`src/hdl/ast_pkg.sv`:
```
// Shared widths, constants, register map and controller/datapath link types.
package ast_pkg;

   localparam int AZ_W      = 19;  // signed target azimuth
   localparam int FOLD_W    = 19;  // folded azimuth, 0 .. 359999
   localparam int MDEG_W    = 19;  // step angle register
   localparam int MAXINC_W  = 20;  // increment limit register
   localparam int STEP_W    = 21;  // signed step count
   localparam int DATUM_W   = 22;  // signed datum
   localparam int DIST_W    = 21;  // distance from datum, divider dividend
   localparam int ERR_W     = MDEG_W;  // residual always below the step angle
   localparam int DIV_STEPS = DIST_W;
   localparam int CNT_W     = $clog2(DIV_STEPS);

   localparam int CSR_DATA_W = 32;
   localparam int CSR_ADDR_W = 3;

   localparam logic [AZ_W:0] FULL_TURN_MDEG = (AZ_W + 1)'(360000);

   // Register map, selected by word address
   localparam logic REG_MDEG_PER_STEP      = 1'b0;
   localparam logic REG_MAX_STEP_INCREMENT = 1'b1;

   localparam logic [MDEG_W-1:0]   MDEG_PER_STEP_RESET      = MDEG_W'(720);
   localparam logic [MAXINC_W-1:0] MAX_STEP_INCREMENT_RESET = MAXINC_W'(250);

   typedef struct packed {
      logic capture;   // latch the accepted request
      logic setup;     // pick direction, move datum
      logic load_div;  // load divider with distance
      logic div_step;  // one restoring division step
      logic commit;    // update state and write the result register
   } cmd_type;

   typedef struct packed {
      logic halted;
      logic out_free;
   } status_type;

endpackage

```
`src/hdl/ast_if.sv`:
```
// Request and result channel interfaces.
interface ast_req_if
   import ast_pkg::*;
();
   logic                   valid;
   logic                   ready;
   logic signed [AZ_W-1:0] azimuth_mdeg;

   modport source (output valid, output azimuth_mdeg, input ready);
   modport sink   (input valid, input azimuth_mdeg, output ready);
endinterface

interface ast_rsp_if
   import ast_pkg::*;
();
   logic                     valid;
   logic                     ready;
   logic signed [STEP_W-1:0] step_count;
   logic                     rotate_cw;
   logic                     fault;

   modport source (output valid, output step_count, output rotate_cw, output fault,
                   input ready);
   modport sink   (input valid, input step_count, input rotate_cw, input fault,
                   output ready);
endinterface

```
`src/hdl/ast_ctrl.sv`:
```
// Sequencing state machine for the azimuth stepper tracker.
module ast_ctrl
   import ast_pkg::*;
(
   input  logic       clock,
   input  logic       reset,
   input  logic       req_valid,
   output logic       req_ready,
   input  status_type status,
   output cmd_type    cmd
);

   localparam logic [2:0] ST_IDLE   = 3'd0;
   localparam logic [2:0] ST_SETUP  = 3'd1;
   localparam logic [2:0] ST_LOAD   = 3'd2;
   localparam logic [2:0] ST_DIV    = 3'd3;
   localparam logic [2:0] ST_FINISH = 3'd4;

   logic [2:0]       state_ff, state_in;
   logic [CNT_W-1:0] count_ff, count_in;

   always_comb begin
      state_in  = state_ff;
      count_in  = count_ff;
      cmd       = '0;
      req_ready = 1'b0;
      unique case (state_ff)
         ST_IDLE: begin
            req_ready = 1'b1;
            if (req_valid) begin
               cmd.capture = 1'b1;
               state_in    = ST_SETUP;
            end
         end
         ST_SETUP: begin
            // a halted block skips the work and reports the fault
            if (status.halted) begin
               state_in = ST_FINISH;
            end else begin
               cmd.setup = 1'b1;
               state_in  = ST_LOAD;
            end
         end
         ST_LOAD: begin
            cmd.load_div = 1'b1;
            count_in     = '0;
            state_in     = ST_DIV;
         end
         ST_DIV: begin
            cmd.div_step = 1'b1;
            count_in     = count_ff + CNT_W'(1);
            if (count_ff == CNT_W'(DIV_STEPS - 1)) begin
               state_in = ST_FINISH;
            end
         end
         ST_FINISH: begin
            // hold until the result register can take the request's result
            if (status.out_free) begin
               cmd.commit = 1'b1;
               state_in   = ST_IDLE;
            end
         end
         default: begin
            state_in = ST_IDLE;
         end
      endcase
   end

   always_ff @(posedge clock) begin
      if (reset) begin
         state_ff <= ST_IDLE;
         count_ff <= '0;
      end else begin
         state_ff <= state_in;
         count_ff <= count_in;
      end
   end

endmodule

```
`src/hdl/ast_dpath.sv`:
```
// Tracking state, shared restoring divider and result register.
module ast_dpath
   import ast_pkg::*;
(
   input  logic                     clock,
   input  logic                     reset,
   input  cmd_type                  cmd,
   output status_type               status,
   input  logic signed [AZ_W-1:0]   azimuth_mdeg,
   input  logic [MDEG_W-1:0]        mdeg_per_step,
   input  logic [MAXINC_W-1:0]      max_step_increment,
   output logic                     rsp_valid,
   input  logic                     rsp_ready,
   output logic signed [STEP_W-1:0] rsp_step_count,
   output logic                     rsp_rotate_cw,
   output logic                     rsp_fault
);

   // control state
   logic started_ff, started_in;
   logic halted_ff, halted_in;
   logic rsp_valid_ff, rsp_valid_in;

   // tracking state
   logic                      prev_neg_ff, prev_neg_in;
   logic [FOLD_W-1:0]         prev_fold_ff, prev_fold_in;
   logic signed [DATUM_W-1:0] datum_ff, datum_in;
   logic [DIST_W-1:0]         step_total_ff, step_total_in;
   logic [ERR_W-1:0]          err_ff, err_in;
   logic                      last_cw_ff, last_cw_in;

   // working registers
   logic signed [AZ_W-1:0]    az_ff, az_in;
   logic                      dir_cw_ff, dir_cw_in;
   logic [ERR_W-1:0]          rem_ff, rem_in;
   logic [DIST_W-1:0]         quo_ff, quo_in;

   // result register
   logic signed [STEP_W-1:0]  out_step_ff, out_step_in;
   logic                      out_cw_ff, out_cw_in;
   logic                      out_fault_ff, out_fault_in;

   logic                      az_neg;
   logic [AZ_W:0]             fold_wide;
   logic [FOLD_W-1:0]         fold;
   logic                      crossing, cw_now, reversal;
   logic signed [DATUM_W-1:0] pc, pe, full, datum_setup;
   logic signed [DATUM_W-1:0] dist_signed;
   logic [DIST_W-1:0]         dist_abs, dividend;
   logic [MDEG_W-1:0]         unit;
   logic [MDEG_W:0]           shifted, trial;
   logic                      ge;
   logic signed [DATUM_W-1:0] steps_wide, limit;
   logic signed [STEP_W-1:0]  steps_sat;
   logic                      over;

   assign status.halted   = halted_ff;
   assign status.out_free = !rsp_valid_ff || rsp_ready;

   assign unit = (mdeg_per_step == '0) ? MDEG_W'(1) : mdeg_per_step;

   // fold to 0 .. 360 degrees
   assign az_neg    = az_ff[AZ_W-1];
   assign fold_wide = {az_ff[AZ_W-1], az_ff} + FULL_TURN_MDEG;
   assign fold      = az_neg ? fold_wide[FOLD_W-1:0] : az_ff[FOLD_W-1:0];

   // north crossing: the fold offset changed between two targets
   assign crossing = started_ff && (az_neg != prev_neg_ff);
   assign cw_now   = !started_ff ? 1'b1 :
                     crossing    ? !(fold > prev_fold_ff) : (fold >= prev_fold_ff);
   assign reversal = started_ff && (last_cw_ff != cw_now);

   assign pc   = DATUM_W'(prev_fold_ff);
   assign pe   = DATUM_W'(err_ff);
   assign full = DATUM_W'(FULL_TURN_MDEG);

   always_comb begin
      priority if (reversal) begin
         datum_setup = cw_now ? (pc - pe) : (pc + pe);
      end else if (crossing) begin
         datum_setup = cw_now ? (pc - full - pe) : (pc + full + pe);
      end else begin
         datum_setup = datum_ff;
      end
   end

   assign dist_signed = DATUM_W'(fold) - datum_ff;
   assign dist_abs    = dist_signed[DATUM_W-1] ? DIST_W'(-dist_signed)
                                               : dist_signed[DIST_W-1:0];
   assign dividend    = started_ff ? dist_abs : DIST_W'(fold);

   // restoring division step
   assign shifted = {rem_ff, quo_ff[DIST_W-1]};
   assign ge      = shifted >= {1'b0, unit};
   assign trial   = shifted - {1'b0, unit};

   // increment against the running total; the first request counts from north
   assign steps_wide = DATUM_W'(quo_ff) - (started_ff ? DATUM_W'(step_total_ff) : '0);
   assign limit      = DATUM_W'(max_step_increment);
   assign over       = started_ff && (steps_wide > limit);
   assign steps_sat  = (steps_wide[DATUM_W-1] != steps_wide[STEP_W-1]) ?
                       (steps_wide[DATUM_W-1] ? {1'b1, {(STEP_W-1){1'b0}}}
                                              : {1'b0, {(STEP_W-1){1'b1}}})
                       : steps_wide[STEP_W-1:0];

   always_comb begin
      started_in    = started_ff;
      halted_in     = halted_ff;
      prev_neg_in   = prev_neg_ff;
      prev_fold_in  = prev_fold_ff;
      datum_in      = datum_ff;
      step_total_in = step_total_ff;
      err_in        = err_ff;
      last_cw_in    = last_cw_ff;
      az_in         = az_ff;
      dir_cw_in     = dir_cw_ff;
      rem_in        = rem_ff;
      quo_in        = quo_ff;
      out_step_in   = out_step_ff;
      out_cw_in     = out_cw_ff;
      out_fault_in  = out_fault_ff;
      rsp_valid_in  = rsp_valid_ff && !rsp_ready;

      if (cmd.capture) begin
         az_in = azimuth_mdeg;
      end
      if (cmd.setup) begin
         dir_cw_in = cw_now;
         datum_in  = datum_setup;
         if (crossing || reversal) begin
            step_total_in = '0;
         end
      end
      if (cmd.load_div) begin
         rem_in = '0;
         quo_in = dividend;
      end
      if (cmd.div_step) begin
         rem_in = ge ? trial[ERR_W-1:0] : shifted[ERR_W-1:0];
         quo_in = {quo_ff[DIST_W-2:0], ge};
      end
      if (cmd.commit) begin
         rsp_valid_in = 1'b1;
         if (halted_ff) begin
            out_step_in  = '0;
            out_cw_in    = 1'b0;
            out_fault_in = 1'b1;
         end else begin
            out_step_in  = steps_sat;
            out_cw_in    = dir_cw_ff;
            out_fault_in = over;
            halted_in    = over;
            prev_neg_in  = az_neg;
            prev_fold_in = fold;
            last_cw_in   = dir_cw_ff;
            if (started_ff) begin
               step_total_in = quo_ff;
               err_in        = rem_ff;
            end else begin
               // datum lands on the last whole step below the target
               datum_in   = DATUM_W'(fold) - DATUM_W'(rem_ff);
               started_in = 1'b1;
            end
         end
      end
   end

   always_ff @(posedge clock) begin
      if (reset) begin
         started_ff    <= 1'b0;
         halted_ff     <= 1'b0;
         rsp_valid_ff  <= 1'b0;
         prev_neg_ff   <= 1'b0;
         prev_fold_ff  <= '0;
         datum_ff      <= '0;
         step_total_ff <= '0;
         err_ff        <= '0;
         last_cw_ff    <= 1'b0;
      end else begin
         started_ff    <= started_in;
         halted_ff     <= halted_in;
         rsp_valid_ff  <= rsp_valid_in;
         prev_neg_ff   <= prev_neg_in;
         prev_fold_ff  <= prev_fold_in;
         datum_ff      <= datum_in;
         step_total_ff <= step_total_in;
         err_ff        <= err_in;
         last_cw_ff    <= last_cw_in;
      end
   end

   always_ff @(posedge clock) begin
      az_ff        <= az_in;
      dir_cw_ff    <= dir_cw_in;
      rem_ff       <= rem_in;
      quo_ff       <= quo_in;
      out_step_ff  <= out_step_in;
      out_cw_ff    <= out_cw_in;
      out_fault_ff <= out_fault_in;
   end

   assign rsp_valid      = rsp_valid_ff;
   assign rsp_step_count = out_step_ff;
   assign rsp_rotate_cw  = out_cw_ff;
   assign rsp_fault      = out_fault_ff;

endmodule

```
`src/hdl/azimuth_stepper_tracker_top.sv`:
```
// Top level of the azimuth stepper tracker: register port, controller and datapath.
//
//   channel   direction  handshake          payload
//   req_chan  in         valid/ready        azimuth_mdeg
//   rsp_chan  out        valid/ready        step_count, rotate_cw, fault
//   APB       in         psel/penable/...   mdeg_per_step @0x0, max_step_increment @0x4
//
// After acceptance a request passes through setup, divider load, 21 iterations of the
// shared restoring divider, and the finishing state before the next acceptance.
// Once halted, a request goes from setup straight to the finishing state.
// Reset is synchronous and clears the tracking state and both registers to defaults.
// A result waits in the output register while the next request is taken; the finishing
// cycle stalls only when that register is still full.
module azimuth_stepper_tracker_top
   import ast_pkg::*;
(
   input  logic                  clock,
   input  logic                  reset,
   ast_req_if.sink               req_chan,
   ast_rsp_if.source             rsp_chan,
   input  logic                  psel,
   input  logic                  penable,
   input  logic                  pwrite,
   input  logic [CSR_ADDR_W-1:0] paddr,
   input  logic [CSR_DATA_W-1:0] pwdata,
   output logic [CSR_DATA_W-1:0] prdata,
   output logic                  pready
);

   logic [MDEG_W-1:0]   mdeg_per_step_ff, mdeg_per_step_in;
   logic [MAXINC_W-1:0] max_step_increment_ff, max_step_increment_in;
   logic                csr_write;
   cmd_type             cmd;
   status_type          status;

   assign pready    = 1'b1;
   assign csr_write = psel && penable && pwrite;

   always_comb begin
      mdeg_per_step_in      = mdeg_per_step_ff;
      max_step_increment_in = max_step_increment_ff;
      if (csr_write) begin
         unique case (paddr[2])
            REG_MDEG_PER_STEP:      mdeg_per_step_in      = pwdata[MDEG_W-1:0];
            REG_MAX_STEP_INCREMENT: max_step_increment_in = pwdata[MAXINC_W-1:0];
            default:                mdeg_per_step_in      = mdeg_per_step_ff;
         endcase
      end
   end

   always_comb begin
      unique case (paddr[2])
         REG_MDEG_PER_STEP:      prdata = CSR_DATA_W'(mdeg_per_step_ff);
         REG_MAX_STEP_INCREMENT: prdata = CSR_DATA_W'(max_step_increment_ff);
         default:                prdata = '0;
      endcase
   end

   always_ff @(posedge clock) begin
      if (reset) begin
         mdeg_per_step_ff      <= MDEG_PER_STEP_RESET;
         max_step_increment_ff <= MAX_STEP_INCREMENT_RESET;
      end else begin
         mdeg_per_step_ff      <= mdeg_per_step_in;
         max_step_increment_ff <= max_step_increment_in;
      end
   end

   ast_ctrl u_ctrl (
      .clock     (clock),
      .reset     (reset),
      .req_valid (req_chan.valid),
      .req_ready (req_chan.ready),
      .status    (status),
      .cmd       (cmd)
   );

   ast_dpath u_dpath (
      .clock              (clock),
      .reset              (reset),
      .cmd                (cmd),
      .status             (status),
      .azimuth_mdeg       (req_chan.azimuth_mdeg),
      .mdeg_per_step      (mdeg_per_step_ff),
      .max_step_increment (max_step_increment_ff),
      .rsp_valid          (rsp_chan.valid),
      .rsp_ready          (rsp_chan.ready),
      .rsp_step_count     (rsp_chan.step_count),
      .rsp_rotate_cw      (rsp_chan.rotate_cw),
      .rsp_fault          (rsp_chan.fault)
   );

endmodule
```
`src/flat_wrapper.sv`:
```
// flat-port wrapper written by rule: the top's interface ports become plain ports
module azimuth_stepper_tracker_top_flat import ast_pkg::*;
  (clock, reset, psel, penable, pwrite, paddr, pwdata, prdata, pready, req_chan_valid, req_chan_azimuth_mdeg, req_chan_ready, rsp_chan_valid, rsp_chan_step_count, rsp_chan_rotate_cw, rsp_chan_fault, rsp_chan_ready);
  ast_req_if req_chan_i ();
  ast_rsp_if rsp_chan_i ();
  input  logic clock;
  input  logic reset;
  input  logic psel;
  input  logic penable;
  input  logic pwrite;
  input  logic [CSR_ADDR_W-1:0] paddr;
  input  logic [CSR_DATA_W-1:0] pwdata;
  output logic [CSR_DATA_W-1:0] prdata;
  output logic pready;
  input wire logic [$bits(req_chan_i.valid)-1:0] req_chan_valid;
  input wire logic [$bits(req_chan_i.azimuth_mdeg)-1:0] req_chan_azimuth_mdeg;
  output wire logic [$bits(req_chan_i.ready)-1:0] req_chan_ready;
  output wire logic [$bits(rsp_chan_i.valid)-1:0] rsp_chan_valid;
  output wire logic [$bits(rsp_chan_i.step_count)-1:0] rsp_chan_step_count;
  output wire logic [$bits(rsp_chan_i.rotate_cw)-1:0] rsp_chan_rotate_cw;
  output wire logic [$bits(rsp_chan_i.fault)-1:0] rsp_chan_fault;
  input wire logic [$bits(rsp_chan_i.ready)-1:0] rsp_chan_ready;
  assign req_chan_i.valid = req_chan_valid;
  assign req_chan_i.azimuth_mdeg = req_chan_azimuth_mdeg;
  assign req_chan_ready = req_chan_i.ready;
  assign rsp_chan_valid = rsp_chan_i.valid;
  assign rsp_chan_step_count = rsp_chan_i.step_count;
  assign rsp_chan_rotate_cw = rsp_chan_i.rotate_cw;
  assign rsp_chan_fault = rsp_chan_i.fault;
  assign rsp_chan_i.ready = rsp_chan_ready;
  azimuth_stepper_tracker_top u_core (.clock(clock), .reset(reset), .req_chan(req_chan_i), .rsp_chan(rsp_chan_i), .psel(psel), .penable(penable), .pwrite(pwrite), .paddr(paddr), .pwdata(pwdata), .prdata(prdata), .pready(pready));
endmodule
```
`config.mk`:
```
export PLATFORM = sky130hd
export DESIGN_NAME = azimuth_stepper_tracker_top_flat
export DESIGN_NICKNAME = d
export VERILOG_FILES = /design/src/hdl/ast_pkg.sv /design/src/hdl/ast_if.sv /design/src/hdl/ast_ctrl.sv /design/src/hdl/ast_dpath.sv /design/src/hdl/azimuth_stepper_tracker_top.sv /design/src/flat_wrapper.sv
export SDC_FILE = /design/constraint.sdc
export NUM_CORES = 1
export LEC_CHECK = 0
export BUFFER_PORTS_ARGS = -buffer_cell sky130_fd_sc_hd__buf_2
export CORE_MARGIN = 2
export CORE_UTILIZATION = 50
export DETAILED_ROUTE_END_ITERATION = 8
export GPL_TIMING_DRIVEN = 0
export PLACE_DENSITY = 0.77
export SKIP_CTS_REPAIR_TIMING = 1
export SYNTH_ARGS = -nofsm -noshare
export SYNTH_HDL_FRONTEND = slang
export SYNTH_SLANG_ARGS = --single-unit
```
`constraint.sdc`:
```
create_clock -name clock -period 5.4 [get_ports clock]
set_input_delay 1.62 -clock clock [delete_from_list [all_inputs] [get_ports clock]]
set_output_delay 1.62 -clock clock [all_outputs]
set_load 0.01 [all_outputs]
```
## Word-level counts from Yosys, hierarchy flattened

Index checks and enable logic that the tools add are counted.

- Output and inout bits: 58
- Word-level logic and storage cells: 115
- Bits in registers: 216
- Input bits: 61

- $add $sub $neg: 13
- Reduce and logical (&&, ||, !) cells: 20
- Magnitude comparators: 4
- Muxes and demuxes: 45
- Equality and inequality tests: 11
- Bitwise gates (word level): 2

Operators by type and width:

| kind | number |
|---|---|
| $mux 21 | 12 |
| $mux 22 | 8 |
| $mux 19 | 5 |
| $pmux 32 s2 | 1 |
| $sub 19x19->20 | 2 |
| $gt 22x21->1 | 1 |
| $sub 19x22->22 | 1 |
| $sub 21x21->22 | 1 |
| $add 20x19->21 | 1 |
| $neg 21->21 | 1 |
| $sub 20x20->21 | 1 |
| $add 19x19->20 | 1 |
| $add 19x19->20 const B | 1 |
| $ge 20x19->1 | 1 |
| $sub 19x19->20 const B | 1 |
| $add 19x19->19 const B | 1 |
| $ge 19x19->1 | 1 |
| $gt 19x19->1 | 1 |
| $logic_not 19->1 | 1 |
| $sub 19x19->19 | 1 |
| $pmux 3 s5 | 1 |
| $mux 1 | 13 |
| $mux 3 | 4 |
| $pmux 5 s2 | 1 |
| 16 further kinds | 33 |

## Depth between registers and ports, before layout

- Depth in word-level cells: 14
- Mapped depth: 24
- Depth with buffers taken out: 20

## Hierarchy

A second synthesis with hierarchy kept.

- Cell total of the unflattened synthesis: 2,361
- Area total of the unflattened synthesis: 19,301.0 µm²

By module, submodules not included:

| module | cells an instance | instances | seq. area each (µm²) | area each (µm²) |
|---|---|---|---|---|
| ast_dpath | 2,110 | 1 | 4,214.0 | 16,854.9 |
| azimuth_stepper_tracker_top | 194 | 1 | 780.7 | 1,959.4 |
| ast_ctrl | 57 | 1 | 160.2 | 486.7 |

## Worst setup path after synthesis

Ideal clock, no wire load.

- Kind: reg2reg
- Start: register u_core.u_dpath.started_ff
- End: register u_core.u_dpath.out_step_ff[16], in the netlist u_core.u_dpath.rsp_step_count[16], data pin
- Period minus slack after synthesis: 4,856 ps
- Buffers on the path: 6
- Cell stages (with the launch flop): 21
- Required time: 5,253 ps
- Library setup time: 147 ps
- Arrival: 4,709 ps
- Slack: 544 ps
- Cell sequence: dfxtp_1 -> clkbuf_1 -> clkbuf_1 -> clkbuf_1 -> clkbuf_1 -> nand2_1 -> ha_1 -> nor2b_1 -> o21ai_0 -> a21boi_0 -> o31ai_1 -> a21oi_1 -> a41o_1 -> a221oi_1 -> o211ai_1 -> xor2_1 -> ha_1 -> clkbuf_1 -> buf_1 -> nand2_1 -> a21oi_1

- Cells in the longest elaborated chain, start to end: 4
- Elaborated cells on any way between the ends: 5
- Those cells by class: 1 x add/sub; 1 x eq/ne; 3 x mux

Ends and longest elaborated chain:

| element | RTL line | source |
|---|---|---|
| start, declared | ast_dpath.sv:20 | `logic started_ff, started_in;` |
| start signal, assigned | ast_dpath.sv:180 | `started_ff <= started_in;` |
| $mux 21 * | ast_dpath.sv:98 | `assign steps_wide = DATUM_W'(quo_ff) - (started_ff ? DATUM_W'(step_total_ff) : '0);` |
| $sub 21x21->22 * | ast_dpath.sv:98 |  |
| $mux 21 or $ne 1x1->1 (tied branches) | ast_dpath.sv:102, ast_dpath.sv:101 |  |
| $mux 21 * | ast_dpath.sv:101 | `assign steps_sat = (steps_wide[DATUM_W-1] != steps_wide[STEP_W-1]) ?` |
| end signal, assigned | ast_dpath.sv:197 | `out_step_ff <= out_step_in;` |
| end, declared | ast_dpath.sv:39 | `logic signed [STEP_W-1:0] out_step_ff, out_step_in;` |

Mark *: on every way between the ends. The rest lies on a longest branch, timed or not.
A chain may end at the register's enable or synchronous reset.

## Final worst setup path

- Start: register u_core.u_dpath.az_ff[6]
- End: register u_core.u_dpath.datum_ff[5]

- Cells in the longest elaborated chain, start to end: 13
- Elaborated cells on any way between the ends: 17
- Those cells by class: 1 x add/sub; 2 x order compare; 1 x eq/ne; 11 x mux; 2 x reduce/logical

Ends and longest elaborated chain:

| element | RTL line | source |
|---|---|---|
| start, declared | ast_dpath.sv:33 | `logic signed [AZ_W-1:0] az_ff, az_in;` |
| start signal, assigned | ast_dpath.sv:193 | `az_ff <= az_in;` |
| $add 19x19->19 * | ast_dpath.sv:64 | `assign fold_wide = {az_ff[AZ_W-1], az_ff} + FULL_TURN_MDEG;` |
| $mux 19 * | ast_dpath.sv:65 | `assign fold = az_neg ? fold_wide[FOLD_W-1:0] : az_ff[FOLD_W-1:0];` |
| via u_core.u_dpath.fold[10] | ast_dpath.sv:45 | `logic [FOLD_W-1:0] fold;` |
| $gt 19x19->1 | ast_dpath.sv:70 | `crossing ? !(fold > prev_fold_ff) : (fold >= prev_fold_ff);` |
| $logic_not 1->1 | ast_dpath.sv:70 |  |
| $mux 1 * | ast_dpath.sv:70 |  |
| $mux 1 * | ast_dpath.sv:69 | `assign cw_now = !started_ff ? 1'b1 :` |
| $mux 22 or $ne 1x1->1 (tied branches) | ast_dpath.sv:81, ast_dpath.sv:71 |  |
| $mux 22 or $logic_and 1x1->1 (tied branches) | ast_dpath.sv:80, ast_dpath.sv:71 |  |
| $mux 22 * | ast_dpath.sv:78 | `priority if (reversal) begin` |
| $mux 22 * | ast_dpath.sv:127 | `if (cmd.setup) begin` |
| $mux 22 | ast_dpath.sv:156 | `if (started_ff) begin` |
| $mux 22 | ast_dpath.sv:144 | `if (halted_ff) begin` |
| $mux 22 * | ast_dpath.sv:142 | `if (cmd.commit) begin` |
| end signal, assigned | ast_dpath.sv:185 | `datum_ff <= datum_in;` |
| end, declared | ast_dpath.sv:27 | `logic signed [DATUM_W-1:0] datum_ff, datum_in;` |

The timed path passes the listed nets; every way through them passes the cells marked *.

==> metrics <==
Worst Max-Slew Pin Slew=1.25 ns; synth warn=0; average vias per placed instance=6.17; die height=197 um; Hold Crit Depth=2; Total Power=6.29 mW; Adder-Cell Fraction of Synth Area=0.152; final hold vios=0; Routed WL=63900 um; Pleak=8.31 nW; DRT Pass-1 Iters=6; Post-route DRC=0; number of flops mapped to enable cells by yosys=83; Critical Path AT=5.72 ns; critical path peak fanout=10; Max stage delay on crit path=0.68 ns; fill count=3386; CTS Root Cell=clkbuf_16; Iter 0 DRT Violations=1857; Mapped Area=18600 um2; Core Rows=70; Mapped Cells=2366; Slew Limit Fails=0; initial antenna violation count=1; Endpoint, Worst Hold=u_core.mdeg_per_step_ff[2]; Layout area overhead=11.7%; gpl congestion=1.01; count of max-cap constraint violations=0; critical path capture point type=flop; maximum clock path buffer count=3; initial cell density of the core=0.508; maximum clock frequency=0.188 GHz; Synth cell types=81; Place WS=-1.25 ns; DIE AREA=38700 um2; Avg Inst Size Synth=7.85 um2; # nets final=2780; largest net degree at the start of global routing=46; post-synthesis xor/xnor area fraction=0.0693; Worst Skew=0.0205 ns; layout cells sized above 1=0.0837; Placed Area=19700 um2; ANT nets after route=0; Multi-input gate area=12500 um2; Final Cell Area=20800 um2; global-route wire length before repair=97800 um; Seq/Total Area, Yosys=0.277; worst path cell trace=ha_1 -> nand2_1 -> nand2_1 -> nor2_1 -> xor2_4 -> ha_1 -> nand4_1 -> a211oi_1 -> a2111oi_1 -> o211ai_1 -> buf_4 -> o21a_1 -> o21ai_0 -> nand2_2 -> clkbuf_2 -> a221oi_1 -> a211oi_1; main combinational cell family by area after synthesis=compound AO/OA/AOI/OAI gates; total track usage=0.324; DR vias=18460; Hold Crit Start=u_core.mdeg_per_step_ff[2]; Synth Area in Simple Gates=0.199; vias in the first global route=17519; CP Launch Type=flop; Reg clk slew, reported paths=0.06 ns; hold crit path type=flop to flop; status=complete, no violations; most frequent cells in the layout=309 x nand2_1, 226 x a21oi_1, 200 x ha_1; global route total overflow=0; ys async rst share=0; Ports=119; Buffers on Ports=90; slowest CP cell=a2111oi_1; reg2reg end=u_core.u_dpath.datum_ff[5]; post-DR wirelength/cell=21.4 um; Setup Viol. Count Final=0; R2R Setup Slk=0.08 ns; portion of netlist area occupied by mux cells=0.00983; relative slew slack=0.161; Final min period=5.32 ns; CTS buffer count=24; final worst slack=0.0791 ns; FF/Latch Area=5160 um2; CTS tree=done; most common cell after layout, fill and taps aside=nand2_1; Die W=197 um; Crit Path Category=flop to flop; # H-tree levels=1; ys flop type=dfxtp_1; Req. time, crit path=5.80 ns; dpl hpwl=51100 um; Compound-Gate Fraction of Synth Area=0.229; reg2reg path depth=17; pwr dens=303 nW/um2; Peak supply drop=0.258 mV; Worst-Skew Late Latency=0.55 ns; core area=36600 um2; Synth Register Bits=216; Sink Count=216; Reg-to-Reg Start=u_core.u_dpath.az_ff[6]; fin crit share=0.985
[layout make-up]
cell class | instances | area share
Antenna cell | 1 | 0.000121
Buffer | 106 | 0.0239
Clock buffer | 34 | 0.0327
Clock inverter | 10 | 0.00555
Inverter | 193 | 0.0349
Multi-Input combinational cell | 1861 | 0.600
Sequential cell | 216 | 0.248
Tap cell | 468 | 0.0282
Timing Repair Buffer | 101 | 0.0263
[cells in the mapped netlist (all sizes together) (9+ instances only)]
| library cell | n | share of area |
|---|---|---|
| o31ai | 21 | 0.0088 |
| nor2 | 180 | 0.036 |
| nand4 | 17 | 0.0057 |
| a211oi | 38 | 0.015 |
| and3 | 16 | 0.0054 |
| o21bai | 9 | 0.0036 |
| edfxtp | 83 | 0.13 |
| and2 | 18 | 0.0061 |
| xnor2 | 87 | 0.041 |
| nor2b | 28 | 0.0094 |
| nand2 | 310 | 0.063 |
| nand2b | 22 | 0.0074 |
| o21a | 30 | 0.012 |
| dfxtp | 133 | 0.14 |
| a21boi | 11 | 0.0044 |
| or2 | 9 | 0.0030 |
| a21o | 52 | 0.021 |
| a211o | 11 | 0.0052 |
| ha | 200 | 0.13 |
| o211ai | 17 | 0.0076 |
| nor3 | 57 | 0.016 |
| xor2 | 60 | 0.028 |
| a221oi | 16 | 0.0085 |
| a21oi | 227 | 0.061 |
| nor4 | 15 | 0.0050 |
| a31oi | 20 | 0.0067 |
| inv | 191 | 0.039 |
| fa | 16 | 0.017 |
| clkbuf | 82 | 0.017 |
| nand3 | 75 | 0.020 |
| buf | 25 | 0.0078 |
| or3 | 25 | 0.0090 |
| mux2i | 16 | 0.0086 |
| o21ai | 132 | 0.036 |
| o41ai | 9 | 0.0046 |
| a2111oi | 10 | 0.0047 |
[power by group]
part / total, mW / switching (mW) / internal [mW]
clock network: 1.68 / 0.704 / 0.978
registers: 1.98 / 0.133 / 1.85
logic: 2.62 / 1.62 / 1.00
total: 6.29 / 2.45 / 3.83
[kinds of logic (layout without fill, tap and decap cells)]
logic type | count (synthesis) | after routing
and+or+nand+nor | 801 | 801
xor gates and xnor gates | 147 | 147
other | 2 | 14
AOI/OAI and AO/OA | 666 | 666
muxes | 18 | 18
buffers and inverters | 300 | 444
adders and majority gates | 216 | 216
DFF | 216 | 216
[worst max-delay path: cells and delay by family (launching register included)]
family | cells | cell delay [ns]
AOI/OAI and AO/OA | 7 | 2.08
and+or+nand+nor | 5 | 1.01
adders and majority gates | 2 | 0.58
buffers and inverters | 2 | 0.58
xor gates and xnor gates | 1 | 0.46
DFF | 1 | 0.44
[registers in the layout (all words and copies together) (netlist names)]
| name | count |
|---|---|
| u_core.u_dpath.started_ff | 1 |
| u_core.u_dpath.datum_ff | 22 |
| u_core.u_dpath.quo_ff | 21 |
| u_core.u_ctrl.count_ff | 5 |
| u_core.u_dpath.dir_cw_ff | 1 |
| u_core.u_dpath.rsp_fault | 1 |
| u_core.u_dpath.rsp_step_count | 21 |
| u_core.u_dpath.rsp_valid | 1 |
| u_core.u_dpath.az_ff | 19 |
| u_core.u_ctrl.state_ff | 3 |
| u_core.u_dpath.step_total_ff | 21 |
| u_core.u_dpath.last_cw_ff | 1 |
| u_core.u_dpath.halted_ff | 1 |
| u_core.mdeg_per_step_ff | 19 |
| u_core.u_dpath.prev_neg_ff | 1 |
| u_core.u_dpath.err_ff | 19 |
| u_core.u_dpath.rsp_rotate_cw | 1 |
| u_core.max_step_increment_ff | 20 |
| u_core.u_dpath.prev_fold_ff | 19 |
| u_core.u_dpath.rem_ff | 19 |
[routing by layer]
layer,share of wire,wire (um),up-vias,track usage
met5,0,0,-,0
li1,-,-,8652,-
met1,0.43,27200,8707,0.443
met3,0.096,6110,183,0.0672
met2,0.43,27600,918,0.499
met4,0.046,2960,0,0.135
[how the worst max path moves through the flow]
| stage | startpoint | end | cells after the start |
|---|---|---|---|
| 2_1_floorplan | u_core.u_dpath.started_ff | u_core.u_dpath.rsp_step_count[16] | 20 |
| 3_3_place_gp | u_core.u_dpath.az_ff[18] | u_core.u_dpath.datum_ff[10] | 15 |
| 3_5_place_dp | u_core.u_dpath.started_ff | u_core.u_dpath.rsp_step_count[17] | 21 |
| 4_1_cts | u_core.u_dpath.started_ff | u_core.u_dpath.rsp_step_count[17] | 21 |
| 5_1_grt | u_core.u_dpath.az_ff[6] | u_core.u_dpath.quo_ff[11] | 19 |
| 6_report | u_core.u_dpath.az_ff[6] | u_core.u_dpath.datum_ff[5] | 17 |
[metrics by stage]
stage	instances	hold slack [ns]	util	TNS [ns]
floorplan	2377	0.436	-	0
global placement	2935	0.443	0.537	-42.89
detailed placement	2935	0.446	0.537	-46.21
CTS	2979	0.454	0.559	-50.02
global route	2990	0.479	0.567	-0.323
finish	2990	0.457	0.567	0
Note: power is estimated with default switching activity, not from simulation.
